## src/design/u2u8_pkg.sv

```systemverilog
// ----------------------------------------------------------------------------
// u2u8_pkg
// Types and constants of the UCS-2 to UTF-8 transcoder.
// ----------------------------------------------------------------------------
package u2u8_pkg;

	localparam int QUEUE_DEPTH = 4;

	localparam logic [15:0] UNIT_REPL = 16'hFFFD;
	localparam logic [15:0] UNIT_NONE = 16'hFFFF;
	localparam logic [15:0] LIM_ONE   = 16'h0080;
	localparam logic [15:0] LIM_TWO   = 16'h0800;
	localparam logic [7:0]  QMARK     = 8'h3F;
	localparam logic [7:0]  LEAD_TWO  = 8'hC0;
	localparam logic [7:0]  LEAD_THR  = 8'hE0;
	localparam logic [7:0]  CONT      = 8'h80;

	// one classified unit: up to three bytes, cnt results (1..3)
	typedef struct packed {
		logic [7:0] b0;
		logic [7:0] b1;
		logic [7:0] b2;
		logic [1:0] cnt;
		logic       has;
		logic       last;
	} u2u8_entry_t;

endpackage

```

## src/design/u2u8_front.sv

```systemverilog
// ----------------------------------------------------------------------------
// u2u8_front
// Stream parser: tracks count and unit bytes, classifies each finished unit.
// ----------------------------------------------------------------------------
module u2u8_front (
	input  logic                  clk,
	input  logic                  arst_n,
	input  logic                  s_tvalid,
	output logic                  s_tready,
	input  logic [7:0]            s_tdata,
	input  logic                  q_ready,
	output logic                  push,
	output u2u8_pkg::u2u8_entry_t push_entry
);

	localparam logic [1:0] PH_LEN_HI  = 2'd0;
	localparam logic [1:0] PH_LEN_LO  = 2'd1;
	localparam logic [1:0] PH_UNIT_HI = 2'd2;
	localparam logic [1:0] PH_UNIT_LO = 2'd3;

	logic [1:0]  phase_q;
	logic [15:0] units_left_q;
	logic [7:0]  held_q;
	logic        accept;
	logic [15:0] word;
	logic        last_unit;
	u2u8_pkg::u2u8_entry_t enc;

	assign s_tready  = q_ready;
	assign accept    = s_tvalid && q_ready;
	assign word      = {held_q, s_tdata};
	assign last_unit = (units_left_q == 16'd1);

	always_comb begin
		enc      = '0;
		enc.last = last_unit;
		if (word == u2u8_pkg::UNIT_REPL) begin
			enc.b0  = u2u8_pkg::QMARK;
			enc.cnt = 2'd1;
			enc.has = 1'b1;
		end else if (word < u2u8_pkg::LIM_ONE) begin
			enc.b0  = word[7:0];
			enc.cnt = 2'd1;
			enc.has = 1'b1;
		end else if (word < u2u8_pkg::LIM_TWO) begin
			enc.b0  = u2u8_pkg::LEAD_TWO | {3'b000, word[10:6]};
			enc.b1  = u2u8_pkg::CONT | {2'b00, word[5:0]};
			enc.cnt = 2'd2;
			enc.has = 1'b1;
		end else if (word != u2u8_pkg::UNIT_NONE) begin
			enc.b0  = u2u8_pkg::LEAD_THR | {4'b0000, word[15:12]};
			enc.b1  = u2u8_pkg::CONT | {2'b00, word[11:6]};
			enc.b2  = u2u8_pkg::CONT | {2'b00, word[5:0]};
			enc.cnt = 2'd3;
			enc.has = 1'b1;
		end else begin
			enc.cnt = 2'd1;
		end
	end

	always_comb begin
		push       = 1'b0;
		push_entry = enc;
		unique case (phase_q)
			PH_LEN_LO: begin
				push_entry      = '0;
				push_entry.cnt  = 2'd1;
				push_entry.last = 1'b1;
				push            = accept && (word == 16'd0);
			end
			PH_UNIT_LO: begin
				push = accept && (enc.has || last_unit);
			end
			default: begin
				push = 1'b0;
			end
		endcase
	end

	always_ff @(posedge clk or negedge arst_n) begin
		if (!arst_n) begin
			phase_q      <= PH_LEN_HI;
			units_left_q <= '0;
			held_q       <= '0;
		end else if (accept) begin
			unique case (phase_q)
				PH_LEN_HI: begin
					held_q  <= s_tdata;
					phase_q <= PH_LEN_LO;
				end
				PH_LEN_LO: begin
					units_left_q <= word;
					phase_q      <= (word == 16'd0) ? PH_LEN_HI : PH_UNIT_HI;
				end
				PH_UNIT_HI: begin
					held_q  <= s_tdata;
					phase_q <= PH_UNIT_LO;
				end
				PH_UNIT_LO: begin
					units_left_q <= units_left_q - 16'd1;
					phase_q      <= last_unit ? PH_LEN_HI : PH_UNIT_HI;
				end
				default: begin
					phase_q <= PH_LEN_HI;
				end
			endcase
		end
	end

endmodule

```

## src/design/u2u8_queue.sv

```systemverilog
// ----------------------------------------------------------------------------
// u2u8_queue
// Small FIFO of classified units between parser and serializer.
// ----------------------------------------------------------------------------
module u2u8_queue #(
	parameter int DEPTH = u2u8_pkg::QUEUE_DEPTH
) (
	input  logic                  clk,
	input  logic                  arst_n,
	input  logic                  push,
	input  u2u8_pkg::u2u8_entry_t push_entry,
	output logic                  in_ready,
	input  logic                  pop,
	output logic                  out_valid,
	output u2u8_pkg::u2u8_entry_t out_entry
);

	localparam int PW = (DEPTH > 1) ? $clog2(DEPTH) : 1;
	localparam int CW = $clog2(DEPTH + 1);
	localparam logic [PW-1:0] LAST_PTR = PW'(DEPTH - 1);
	localparam logic [CW-1:0] FULL_CNT = CW'(DEPTH);

	u2u8_pkg::u2u8_entry_t mem_q [DEPTH];
	logic [PW-1:0] wr_ptr_q;
	logic [PW-1:0] rd_ptr_q;
	logic [CW-1:0] count_q;
	logic          do_push;
	logic          do_pop;

	assign in_ready  = (count_q != FULL_CNT);
	assign out_valid = (count_q != '0);
	assign out_entry = mem_q[rd_ptr_q];
	assign do_push   = push && in_ready;
	assign do_pop    = pop && out_valid;

	always_ff @(posedge clk) begin
		if (do_push) begin
			mem_q[wr_ptr_q] <= push_entry;
		end
	end

	always_ff @(posedge clk or negedge arst_n) begin
		if (!arst_n) begin
			wr_ptr_q <= '0;
			rd_ptr_q <= '0;
			count_q  <= '0;
		end else begin
			if (do_push) begin
				wr_ptr_q <= (wr_ptr_q == LAST_PTR) ? '0 : wr_ptr_q + PW'(1);
			end
			if (do_pop) begin
				rd_ptr_q <= (rd_ptr_q == LAST_PTR) ? '0 : rd_ptr_q + PW'(1);
			end
			if (do_push && !do_pop) begin
				count_q <= count_q + CW'(1);
			end else if (do_pop && !do_push) begin
				count_q <= count_q - CW'(1);
			end
		end
	end

endmodule

```

## src/design/u2u8_back.sv

```systemverilog
// ----------------------------------------------------------------------------
// u2u8_back
// Serializer: emits the bytes of each queued unit through an output register.
// ----------------------------------------------------------------------------
module u2u8_back (
	input  logic                  clk,
	input  logic                  arst_n,
	input  logic                  q_valid,
	input  u2u8_pkg::u2u8_entry_t q_entry,
	output logic                  pop,
	output logic                  m_tvalid,
	input  logic                  m_tready,
	output logic [7:0]            m_tdata,
	output logic                  m_tuser,
	output logic                  m_tlast
);

	logic [1:0] idx_q;
	logic       m_tvalid_q;
	logic [7:0] data_q;
	logic       user_q;
	logic       last_q;
	logic       load;
	logic       final_byte;
	logic [7:0] sel_byte;

	assign load       = q_valid && (!m_tvalid_q || m_tready);
	assign final_byte = (idx_q == (q_entry.cnt - 2'd1));
	assign pop        = load && final_byte;

	always_comb begin
		unique case (idx_q)
			2'd0:    sel_byte = q_entry.b0;
			2'd1:    sel_byte = q_entry.b1;
			2'd2:    sel_byte = q_entry.b2;
			default: sel_byte = '0;
		endcase
	end

	always_ff @(posedge clk or negedge arst_n) begin
		if (!arst_n) begin
			m_tvalid_q <= 1'b0;
			idx_q      <= '0;
		end else begin
			if (load) begin
				m_tvalid_q <= 1'b1;
			end else if (m_tready) begin
				m_tvalid_q <= 1'b0;
			end
			if (pop) begin
				idx_q <= '0;
			end else if (load) begin
				idx_q <= idx_q + 2'd1;
			end
		end
	end

	always_ff @(posedge clk) begin
		if (load) begin
			data_q <= sel_byte;
			user_q <= q_entry.has;
			last_q <= q_entry.last && final_byte;
		end
	end

	assign m_tvalid = m_tvalid_q;
	assign m_tdata  = data_q;
	assign m_tuser  = user_q;
	assign m_tlast  = last_q;

endmodule

```

## src/design/ucs2_string_to_utf8_decoder_core.sv

```systemverilog
// ----------------------------------------------------------------------------
// ucs2_string_to_utf8_decoder_core
// Transcodes length-prefixed big-endian UCS-2 strings into UTF-8 bytes.
// ----------------------------------------------------------------------------
// Input stream (s_*): one byte per transfer, a 16-bit big-endian unit count
// followed by that many big-endian 16-bit units.
// Output stream (m_*): one UTF-8 byte per transfer; tuser=1 when the byte is
// real, tuser=0 for a marker-only transfer (tdata 0). tlast marks the final
// transfer of each string; an empty string gives a single marker with tlast.
// Unit 0xFFFD becomes '?', 0xFFFF gives nothing (marker if it ends a string).
// The first byte of a unit is registered in the unit queue and then in the
// output register before it is valid on m_*.
// Throughput: one input byte per cycle while the unit queue has room; the
// serializer sends one byte per cycle while m_tready allows, through the
// single output register.
// Reset clears parser phase, queue and output valid; no transfer is pending.
// When m_tready is low the output holds and the queue fills; s_tready drops
// once the QUEUE_DEPTH entries are taken.
// ----------------------------------------------------------------------------
module ucs2_string_to_utf8_decoder_core #(
	parameter int QUEUE_DEPTH = u2u8_pkg::QUEUE_DEPTH
) (
	input  logic       clk,
	input  logic       arst_n,
	input  logic       s_tvalid,
	output logic       s_tready,
	input  logic [7:0] s_tdata,   // [7:0] in_byte
	output logic       m_tvalid,
	input  logic       m_tready,
	output logic [7:0] m_tdata,   // [7:0] out_byte
	output logic       m_tuser,   // [0] has_byte
	output logic       m_tlast
);

	logic                  push;
	logic                  q_ready;
	logic                  q_valid;
	logic                  pop;
	u2u8_pkg::u2u8_entry_t push_entry;
	u2u8_pkg::u2u8_entry_t q_entry;

	u2u8_front u_front (
		.clk        (clk),
		.arst_n     (arst_n),
		.s_tvalid   (s_tvalid),
		.s_tready   (s_tready),
		.s_tdata    (s_tdata),
		.q_ready    (q_ready),
		.push       (push),
		.push_entry (push_entry)
	);

	u2u8_queue #(
		.DEPTH (QUEUE_DEPTH)
	) u_queue (
		.clk        (clk),
		.arst_n     (arst_n),
		.push       (push),
		.push_entry (push_entry),
		.in_ready   (q_ready),
		.pop        (pop),
		.out_valid  (q_valid),
		.out_entry  (q_entry)
	);

	u2u8_back u_back (
		.clk      (clk),
		.arst_n   (arst_n),
		.q_valid  (q_valid),
		.q_entry  (q_entry),
		.pop      (pop),
		.m_tvalid (m_tvalid),
		.m_tready (m_tready),
		.m_tdata  (m_tdata),
		.m_tuser  (m_tuser),
		.m_tlast  (m_tlast)
	);

endmodule

```

## config.mk

```make
export PLATFORM = sky130hd
export DESIGN_NAME = ucs2_string_to_utf8_decoder_core
export DESIGN_NICKNAME = d
export VERILOG_FILES = /design/src/design/u2u8_pkg.sv /design/src/design/u2u8_front.sv /design/src/design/u2u8_queue.sv /design/src/design/u2u8_back.sv /design/src/design/ucs2_string_to_utf8_decoder_core.sv
export SDC_FILE = /design/constraint.sdc
export NUM_CORES = 1
export LEC_CHECK = 0
export BUFFER_PORTS_ARGS = -buffer_cell sky130_fd_sc_hd__buf_4
export CAP_MARGIN = 20
export CORE_ASPECT_RATIO = 1.25
export CORE_MARGIN = 3
export CORE_UTILIZATION = 42
export CTS_CLUSTER_DIAMETER = 50
export DETAILED_ROUTE_END_ITERATION = 16
export GPL_ROUTABILITY_DRIVEN = 0
export PLACE_DENSITY = 0.66
export SLEW_MARGIN = 0
export SYNTH_ARGS = -nofsm -noshare
export SYNTH_HDL_FRONTEND = slang
export SYNTH_SLANG_ARGS = --single-unit
```

## constraint.sdc

```tcl
create_clock -name clk -period 2.9 [get_ports clk]
set_clock_uncertainty 0.05 [all_clocks]
set_input_delay 0.435 -clock clk [delete_from_list [all_inputs] [get_ports clk]]
set_output_delay 0.435 -clock clk [all_outputs]
set_load 0.1 [all_outputs]
```

==> key figures, run 1 <==
Status
  • Status: complete, no violations

GRT
  • Initial antenna violation count: 0
  • Grt total ovfl: 0
  • Largest net degree at the start of global routing: 37
  • Vias in the first global route: around 4,300
  • First-pass GRT wire length: 22.6 mm
  • Total GRT Usage: between 15 and 20%

STA
  • Final hold vios: 0
  • Worst slew pin tran: about 0.84 ns
  • Max_slew headroom: 44.0%
  • Unrepaired setup endpoints after global routing: yes
  • Fmax: around 360 MHz
  • Setup_tns: 0 ns
  • Hold WS: ~0.23 ns
  • Final Max Tran Viols: 0
  • # setup viols final: 0
  • Final period utilization: between 90% and 100%
  • Tmin final: around 2.8 ns

Synth
  • Synth Cell Area: 6570 um2
  • Share of the synthesized area in the top cell type: between 50% and 60%
  • Ranking of synthesized cells by area: edfxtp_1 (50%), dfrtp_1 (14%), mux4_2 (8.6%), a21oi_1 (2.7%), ha_1 (2.3%)
  • Mapped Cells: around 450
  • Post-Syn Nets: ~470
  • Distinct cells, synth: 58
  • Yosys reg bits: roughly 150
  • Most used flip-flop cell after synthesis: edfxtp_1
  • Synth Area per Inst: between 10 and 15 um2
  • Ys async rst share: between 20% and 30%
  • Yosys warns: 0
  • Post-synth top area cell: edfxtp_1
  • Post-synthesis sequential area ratio: around 64%
  • Post-synth EDFFs: 110

Clock tree
  • TritonCTS clock tree: built
  • Inserted Clock Buffers: 17
  • Root buf cell: clkbuf_16
  • Clock sinks: 146
  • Clk Latency, worst-skew pair: 0.42 ns
  • CTS Buffer Depth: 2
  • Clock H-tree levels: 4
  • CTS clk-pin slew, worst paths: ~0.06 ns

Routing
  • Number of DRC markers in iteration 0: slightly above 400
  • WL final: 14.1 mm
  • Drt wl/cell: 19.6 um
  • ANT nets after route: 0
  • Total number of vias: 4,077
  • TritonRoute pass-1 iters: 4
  • Post-route DRC: 0
  • Via-to-Cell Ratio: 5.67

Setup path
  • Crit-path slowest cell: or4b_4
  • CP max FO: 4
  • Worst setup EP type: register
  • CP Class: register to register
  • CP cell instances: inv_2, ha_1, or4b_4, o41ai_4, o211a_4, ha_4, inv_2, fa_2, xor2_1, nor2_1, xor2_1
  • Crit-path max cell delay: between 0.4 and 0.5 ns
  • CP startpoint kind: register
  • CP Data Arrival Time: around 3 ns
  • Worst Path Required: approximately 3.2 ns

Power and ir drop
  • P_int: ~5.5 mW
  • Part of the power in combinational logic: around 38%
  • Clock Power Share: 25.4%
  • Sequential power share: 36.9%
  • P_leak: between 2 and 3 nW
  • Worst vdd ir: just over 0.4 mV
  • Net Switching: ~3 mW
  • Switching Fraction: a little over a third
  • PwrDens: roughly 1100 nW/um2

Floorplanning
  • Site row count: 50
  • Initial Util: a little over two fifths
  • Die area: between 15,000 and 20,000 um2
  • DIE HEIGHT: around 150 um
  • Chip width: 118 um
  • I/O pin count: 24
  • Total core area: around 15,000 um2

Layout
  • Most common cell after layout, fill and taps aside: edfxtp_1
  • Commonest cells after routing, fill and taps aside: edfxtp_1 (110), buf_4 (50), a21oi_1 (35)
  • Diode count: 0
  • Synth-to-Final Area Change: 19.0%
  • Layout cell share with drive strength beyond 1: 28.6%
  • Final #Nets: between 500 and 600
  • Area of the multi-input gates: 2250 um2
  • # fillers: approximately 1,300
  • Post-route insts no fill: 719
  • Reg area: ~4200 um2

Place
  • Detail Placement HPWL: ~9.4 mm
  • Placed insts: just under 700
  • I/O Buffers: 23

Flow run
  • Maxcap violations: 0

Min path
  • Class of the worst hold path: primary input to register
==> layer usage <==
layer  track usage (%)  vias up  part of all wire, %
met5                 0        -                    0
met4              7.33        0                  2.3
met3              3.62       26                  4.3
met2              29.9      114                   54
met1              20.2     2096                   40
li1                  -     1841                    -
==> power groups by stage <==
| stage | clock network [mW] | logic (mW) | registers, mW |
|---|---|---|---|
| final | 2.18 | 3.23 | 3.16 |
| after global routing | 2.30 | 3.47 | 3.22 |
| after CTS | 2.22 | 3.15 | 3.16 |
| after detailed placement | 0 | 3.13 | 3.20 |
| after global placement | 0 | 3.05 | 3.17 |
| after floorplan | 0 | 1.79 | 3.64 |
==> logic make-up (layout without fill, tap and decap cells) <==
group	after synthesis	after routing	share of synthesized area, %
multiplexers	46	46	12.2
AND/OR/NAND/NOR	120	120	10.4
buffers and inverters	33	97	2.13
adder cells (fa/ha/maj)	13	13	2.59
flip-flops	146	146	64.0
AO/OA/AOI/OAI	84	84	7.81
XOR/XNOR	5	5	0.782
==> synth_stat cells, types with 10 or more instances <==
master / n
a21oi_1: 36
inv_1: 10
nand3_1: 10
o22ai_1: 16
clkbuf_1: 14
a22oi_1: 13
dfrtp_1: 36
nand2_1: 27
o21ai_0: 11
nor2_1: 25
edfxtp_1: 110
ha_1: 12
and2_1: 12
mux4_2: 25
==> registers in the layout, summed over array words and instances (netlist names), 2 cells and up <==
register,cells
u_front.units_left_q,16
u_back.idx_q,2
u_back.m_tdata,8
u_front.phase_q,2
u_queue.rd_ptr_q,2
u_queue.mem_q,100
u_queue.wr_ptr_q,2
u_queue.count_q,3
u_front.held_q,8
==> through the flow <==
step           total power [mW]  area (um2)  util, %  setup slack, ns
4_1_cts                    8.52        7740     51.1           0.0296
3_5_place_dp               6.32        7140     47.2           0.0312
3_3_place_gp               6.22        7140     47.2           0.0888
2_1_floorplan              5.42        6570        -           0.0577
6_report                   8.56        7820     51.6            0.135
5_1_grt                    8.98        7820     51.6          -0.0209
==> what timing repair did <==
item,CTS,global route
pin swaps,1,8
hold endpoints to repair,36,0
setup endpoints to repair,1,2
buffers inserted,0,5
cloned,0,0
resized for setup,0,11
hold buffers,1,0
==> layout make-up <==
class | instances | share of cell area (%)
flip-flops and latches | 146 | 53.9
multi-input cells | 268 | 28.9
repair buffers | 55 | 5.96
clock buffers | 17 | 5.44
well taps | 208 | 3.33
clock inverters | 15 | 2.08
inverters | 10 | 0.480
==> worst max-delay path: cells and delay by family (launching register included) <==
kind	cells	cell delay [ns]
flops	1	0.41
compound gates	2	0.59
fa+ha+maj	3	0.61
xor+xnor	2	0.30
simple gates	2	0.61
buf+inv	2	0.11
==> path summary, 6_finish.rpt <==
check / from / end / slack, ns / cells after the start
min in group asynchronous: arst_n / u_front.units_left_q[7] / 0.47 / 2
max in group asynchronous: arst_n / u_front.held_q[1] / 1.96 / 2
worst max register to register: u_front.units_left_q[1] / u_queue.count_q[2] / 0.14 / 11
worst max-delay path: u_front.units_left_q[1] / u_queue.count_q[2] / 0.14 / 11
worst min register to register: u_queue.count_q[2] / u_queue.count_q[2] / 0.45 / 1
worst min-delay path: m_tready / u_back.m_tvalid / 0.23 / 4
Power figures use the tool's default switching activity.
==> run 2, diff against run 1 <==
Settings changed: MAX_ROUTING_LAYER set to met4.
==> run 2 against run 1 <==
  * Hold slack is essentially flat
  * Critical endpoint unchanged
  * Cell count is the same
  * Routed wire length is essentially flat
  * Critical path type unchanged
  * Die area is the same
  * Combinational power is essentially flat
  * Utilization is the same
  * Power is essentially flat
  * Sequential power is essentially flat
  * Highest routed layer unchanged
  * Global-route usage grew 0.53 points
==> key figures, run 2 (synthesized netlist as in run 1, its figures left out) <==
Min path
  • Class of the worst hold path: primary input to register

Setup path
  • Worst setup EP type: register
  • Crit-path max cell delay: 0.48 ns (about the same)
  • CP Class: register to register
  • Delay-heaviest family, CP: adder cells
  • CP max FO: 4 (unchanged)
  • CP cell instances: inv_2, ha_1, or4b_4, o41ai_4, o211a_4, ha_4, inv_2, fa_2, xor2_1, nor2_1, xor2_1
  • Worst Path Required: 3.19 ns (about the same)
  • CP startpoint kind: register
  • Bufs and invs on worst path: 2 (unchanged)
  • Crit-path slowest cell: or4b_4
  • CP Data Arrival Time: 3.06 ns (about the same)

Power and ir drop
  • Worst vdd ir: 0.402 mV (-1.3%)
  • P_leak: 2.74 nW (unchanged)
  • PwrDens: 1100 nW/um2 (about the same)

Routing
  • Post-route DRC: 0 (unchanged)
  • TritonRoute pass-1 iters: 5 (+1)
  • WL final: 14.1 mm (about the same)
  • Total number of vias: 4,109 (+0.78%)
  • Number of DRC markers in iteration 0: 377 (-7.1%)
  • ANT nets after route: 0 (unchanged)
  • Via-to-Cell Ratio: 5.71 (+0.78%)
  • Drt wl/cell: 19.6 um (about the same)

Layout
  • Most common cell after layout, fill and taps aside: edfxtp_1
  • Post-route insts no fill: 719 (unchanged)
  • Commonest cells after routing, fill and taps aside: edfxtp_1 (110), buf_4 (50), a21oi_1 (35)
  • Layout cell share with drive strength beyond 1: 28.6% (unchanged)
  • Synth-to-Final Area Change: 19.0% (unchanged)
  • Top flop regs: u_queue.mem_q: 100 flops, u_front.units_left_q: 16 flops
  • Number of flip-flops under the largest register name: 100 (unchanged)
  • Diode count: 0 (unchanged)
  • Final #Nets: 523 (unchanged)
  • Reg with most FFs: u_queue.mem_q

STA
  • Final period utilization: 95.6% (+0.29 points)
  • Tmin final: 2.77 ns (+0.00838 ns)
  • Worst slew pin tran: 0.841 ns (+0.0000638 ns)
  • Final hold vios: 0 (unchanged)
  • Final Max Tran Viols: 0 (unchanged)
  • # setup viols final: 0 (unchanged)
  • Max_slew headroom: 44.0% (about the same)
  • Fmax: 361 MHz (-0.30%)
  • Unrepaired setup endpoints after global routing: yes
  • Hold WS: 0.233 ns (-0.000246 ns)

Floorplanning
  • DIE HEIGHT: 146 um (unchanged)
  • Initial Util: 43.4% (unchanged)
  • I/O pin count: 24 (unchanged)
  • Die area: 17,200 um2 (unchanged)
  • Chip width: 118 um (unchanged)
  • Site row count: 50 (unchanged)
  • Total core area: 15,100 um2 (unchanged)

Clock tree
  • CTS Buffer Depth: 2 (unchanged)
  • Clock H-tree levels: 4 (unchanged)
  • Root buf cell: clkbuf_16
  • Clock sinks: 146 (unchanged)
  • Inserted Clock Buffers: 17 (unchanged)
  • TritonCTS clock tree: built
  • Clk Latency, worst-skew pair: 0.42 ns (about the same)
  • CTS clk-pin slew, worst paths: 0.06 ns (about the same)

GRT
  • Vias in the first global route: 4,287 (-0.30%)
  • First-pass GRT wire length: 22.7 mm (+0.12%)
  • Grt total ovfl: 0 (unchanged)
  • Largest net degree at the start of global routing: 37 (unchanged)
  • Initial antenna violation count: 0 (unchanged)
  • Total GRT Usage: 17.5% (+0.53 points)

Flow run
  • Maxcap violations: 0 (unchanged)

Place
  • Placed insts: 681 (unchanged)
  • Detail Placement HPWL: 9.38 mm (unchanged)
  • I/O Buffers: 23 (unchanged)

Status
  • Status: complete, no violations
## run 2: layout make-up
class                   count  area, um2
fillers                  1275       7320
flip-flops and latches    146       4210
inverters                  10       37.5
clock inverters            15        163
multi-input cells         268       2250
well taps                 208        260
repair buffers             55        465
clock buffers              17        425
## run 2: path summary, 6_finish.rpt
kind                                         startpoint                      end  slack (ns)  depth (start not counted)
worst max-delay path            u_front.units_left_q[1]       u_queue.count_q[2]        0.13                         11
worst min-delay path                           m_tready          u_back.m_tvalid        0.23                          4
worst min register to register       u_queue.count_q[2]       u_queue.count_q[2]        0.45                          1
min in group asynchronous                        arst_n  u_front.units_left_q[7]        0.48                          2
worst max register to register  u_front.units_left_q[1]       u_queue.count_q[2]        0.13                         11
max in group asynchronous                        arst_n      u_queue.rd_ptr_q[0]        1.96                          2
## run 2: timing repair
action                                 CTS  global route
buffers inserted                         0             5
setup endpoints to repair                1             2
gates resized for setup                  0            11
hold buffers                             1             0
endpoints found under the hold margin   36             0
pin swaps                                1             8
## run 2: where the power goes
part	switching (mW)	total, mW	internal [mW]
sequential	0.281	3.16	2.88
combinational	1.96	3.23	1.27
clock	0.834	2.18	1.34
## run 2: per-stage QoR
step                power [mW]  setup TNS, ns  utilization (%)  worst slack, ns  cell area (um2)
global placement          6.22              0             47.2           0.0888             7140
detailed placement        6.32              0             47.2           0.0312             7140
CTS                       8.52              0             51.1           0.0296             7740
finish                    8.57              0             51.6            0.127             7820
floorplan                 5.42              0                -           0.0577             6570
global route              8.98        -0.0209             51.6          -0.0209             7820
## run 2: layer usage
| metal | part of all wire [%] | up-vias | global-route usage (%) | wire [um] |
|---|---|---|---|---|
| met4 | 2.3 | 0 | 7.39 | 326 |
| met1 | 40 | 2104 | 20.3 | 5610 |
| met3 | 5.0 | 24 | 3.62 | 711 |
| met5 | 0 | - | - | 0 |
| met2 | 53 | 143 | 29.7 | 7440 |
| li1 | - | 1838 | - | - |
## run 2: worst reg2reg max path, stage by stage, from the launching register on
cell     delay [ns]
dfrtp_1        0.41
inv_2          0.07
ha_1           0.12
or4b_4         0.48
o41ai_4        0.36
o211a_4        0.23
ha_4           0.14
inv_2          0.04
fa_2           0.35
xor2_1         0.15
nor2_1         0.13
xor2_1         0.16
==> run 3, diff against run 2 <==
Settings changed: MAX_ROUTING_LAYER met4 to not set, REMOVE_ABC_BUFFERS set to 1.
==> run 3 against run 2 <==
  * Sequential share of layout area up 0.17 points
  * Non-clock buffer count up 2
  * Cell area down 0.32%
  * Largest power group unchanged
  * Hold slack worse by 0.022 ns
  * Critical path depth unchanged
==> key figures, run 3 (synthesized netlist as in run 1, its figures left out) <==
Routing
  • Post-route DRC: 0 (unchanged)
  • WL final: 13.9 mm (-1.5%)
  • TritonRoute pass-1 iters: 5 (unchanged)
  • Total number of vias: 4,053 (-1.4%)
  • Via-to-Cell Ratio: 5.62 (-1.6%)
  • Drt wl/cell: 19.2 um (-1.8%)
  • ANT nets after route: 0 (unchanged)
  • Number of DRC markers in iteration 0: 269 (-29%)

Min path
  • Class of the worst hold path: primary input to register

Layout
  • Layout cell share with drive strength beyond 1: 27.5% (-1.1 points)
  • Final #Nets: 525 (+0.38%)
  • Reg with most FFs: u_queue.mem_q
  • Commonest cells after routing, fill and taps aside: edfxtp_1 (110), buf_4 (52), a21oi_1 (36)
  • Diode count: 0 (unchanged)
  • Number of flip-flops under the largest register name: 100 (unchanged)
  • Top flop regs: u_queue.mem_q: 100 flops, u_front.units_left_q: 16 flops
  • Most common cell after layout, fill and taps aside: edfxtp_1
  • Final core utilization: 51.5% (-0.17 points)
  • Synth-to-Final Area Change: 18.7%

STA
  • Final Max Tran Viols: 0 (unchanged)
  • Worst slew pin tran: 0.718 ns (-0.123 ns)
  • Max_slew headroom: 51.8% (+7.8 points)
  • Final hold vios: 0 (unchanged)
  • Fmax: 362 MHz (+0.32%)
  • Unrepaired setup endpoints after global routing: no
  • # setup viols final: 0 (unchanged)
  • Final period utilization: 95.3% (-0.31 points)
  • Hold WS: 0.211 ns (-0.0223 ns)
  • Tmin final: 2.76 ns (-0.00896 ns)
  • Worst setup margin: 0.136 ns (+0.00896 ns)

Setup path
  • Crit-path max cell delay: 0.47 ns (about the same)
  • Setup crit end: u_queue.count_q[2]
  • Crit-path slowest cell: or4b_1
  • CP cell instances: inv_1, ha_1, or4b_1, o41ai_2, o211a_4, ha_2, inv_1, fa_1, xor2_1, nor2_1, xor2_1
  • Worst r2r path cells: 11 (unchanged)
  • Bufs and invs on worst path: 2 (unchanged)
  • Critical path origin: u_front.units_left_q[1]
  • Delay-heaviest family, CP: adder cells
  • Worst Path Required: 3.19 ns (about the same)
  • Levels on crit path: 11 (unchanged)
  • Critical R2R Capture: u_queue.count_q[2]
  • Flop2flop setup slack: 0.14 ns (about the same)
  • CP Class: register to register
  • Worst setup EP type: register
  • CP max FO: 4 (unchanged)
  • CP startpoint kind: register
  • Reg-to-reg startpoint: u_front.units_left_q[1]
  • CP Data Arrival Time: 3.05 ns (about the same)

GRT
  • First-pass GRT wire length: 22.5 mm (-0.91%)
  • Total GRT Usage: 16.8% (-0.72 points)
  • Vias in the first global route: 4,172 (-2.7%)
  • Largest net degree at the start of global routing: 37 (unchanged)
  • Grt total ovfl: 0 (unchanged)
  • Initial antenna violation count: 0 (unchanged)

Power and ir drop
  • PwrDens: 1090 nW/um2 (-0.91%)
  • Worst vdd ir: 0.420 mV (+4.7%)
  • Total Power: 8.46 mW (-1.2%)
  • P_leak: 2.71 nW (-1.0%)

Clock tree
  • Clk Latency, worst-skew pair: 0.42 ns (about the same)
  • CTS clk-pin slew, worst paths: 0.06 ns (about the same)
  • CTS Buffer Depth: 2 (unchanged)
  • Clock H-tree levels: 4 (unchanged)
  • Root buf cell: clkbuf_16
  • Inserted Clock Buffers: 17 (unchanged)
  • TritonCTS clock tree: built
  • Clock sinks: 146 (unchanged)

Floorplanning
  • I/O pin count: 24 (unchanged)
  • Total core area: 15,100 um2 (unchanged)
  • Initial Util: 43.4% (unchanged)
  • Site row count: 50 (unchanged)
  • Chip width: 118 um (unchanged)
  • Die area: 17,200 um2 (unchanged)
  • DIE HEIGHT: 146 um (unchanged)

Flow run
  • Maxcap violations: 0 (unchanged)

Status
  • Status: complete, no violations

Place
  • Detail Placement HPWL: 9.43 mm (+0.57%)
  • Pre-CTS WS: 0.0420 ns (+0.0108 ns)
  • I/O Buffers: 23 (unchanged)
==> run 3: area by class of cell <==
class / count / area (um2)
Fill cell: 1293 / 7350
Sequential cell: 146 / 4210
Multi-Input combinational cell: 268 / 2230
Timing Repair Buffer: 57 / 480
Clock buffer: 20 / 437
Tap cell: 208 / 260
Clock inverter: 12 / 134
Inverter: 10 / 37.5
==> run 3: routing by layer <==
metal / share of wire [%] / vias up / track usage (%)
met1: 39 / 2040 / 20.0
li1: - / 1838 / -
met3: 5.3 / 36 / 3.69
met5: 0 / - / 0
met4: 2.8 / 0 / 6.98
met2: 53 / 139 / 29.5
==> run 3: repair_timing <==
item	in CTS	in global routing
hold buffers	1	0
buffers inserted	0	6
gates cloned	0	0
setup endpoints to repair	1	1
gates resized for setup	0	6
pin swaps	1	5
hold endpoints to repair	36	0
==> run 3: per-stage QoR <==
step                      cells  TNS [ns]  instance area, um2
after floorplan             424    -47.94                6460
after global placement      682         0                7150
after detailed placement    682         0                7150
after CTS                   715         0                7730
after global routing        721         0                7790
final                       721         0                7790
==> run 3: worst min-delay path, cell delays in order <==
cell     delay, ns
buf_4         0.08
inv_1         0.04
nand2_1       0.05
nand2_1       0.04
==> run 3: power breakdown <==
part / leakage [nW] / internal (mW) / switching [mW]
combinational: 1.07 / 1.25 / 1.94
sequential: 1.38 / 2.88 / 0.285
clock: 0.265 / 1.27 / 0.836
==> run 3: how the worst min path moves through the flow <==
| stage | end | slack, ns | from | depth (start not counted) |
|---|---|---|---|---|
| after floorplan | u_back.idx_q[0] | 0.09 | arst_n | 0 |
| after global placement | u_queue.wr_ptr_q[1] | 0.38 | arst_n | 1 |
| after detailed placement | u_front.units_left_q[10] | 0.39 | arst_n | 1 |
| after CTS | u_back.m_tvalid | 0.20 | m_tready | 4 |
| after global routing | u_back.m_tvalid | 0.25 | m_tready | 4 |
| final | u_back.m_tvalid | 0.21 | m_tready | 4 |
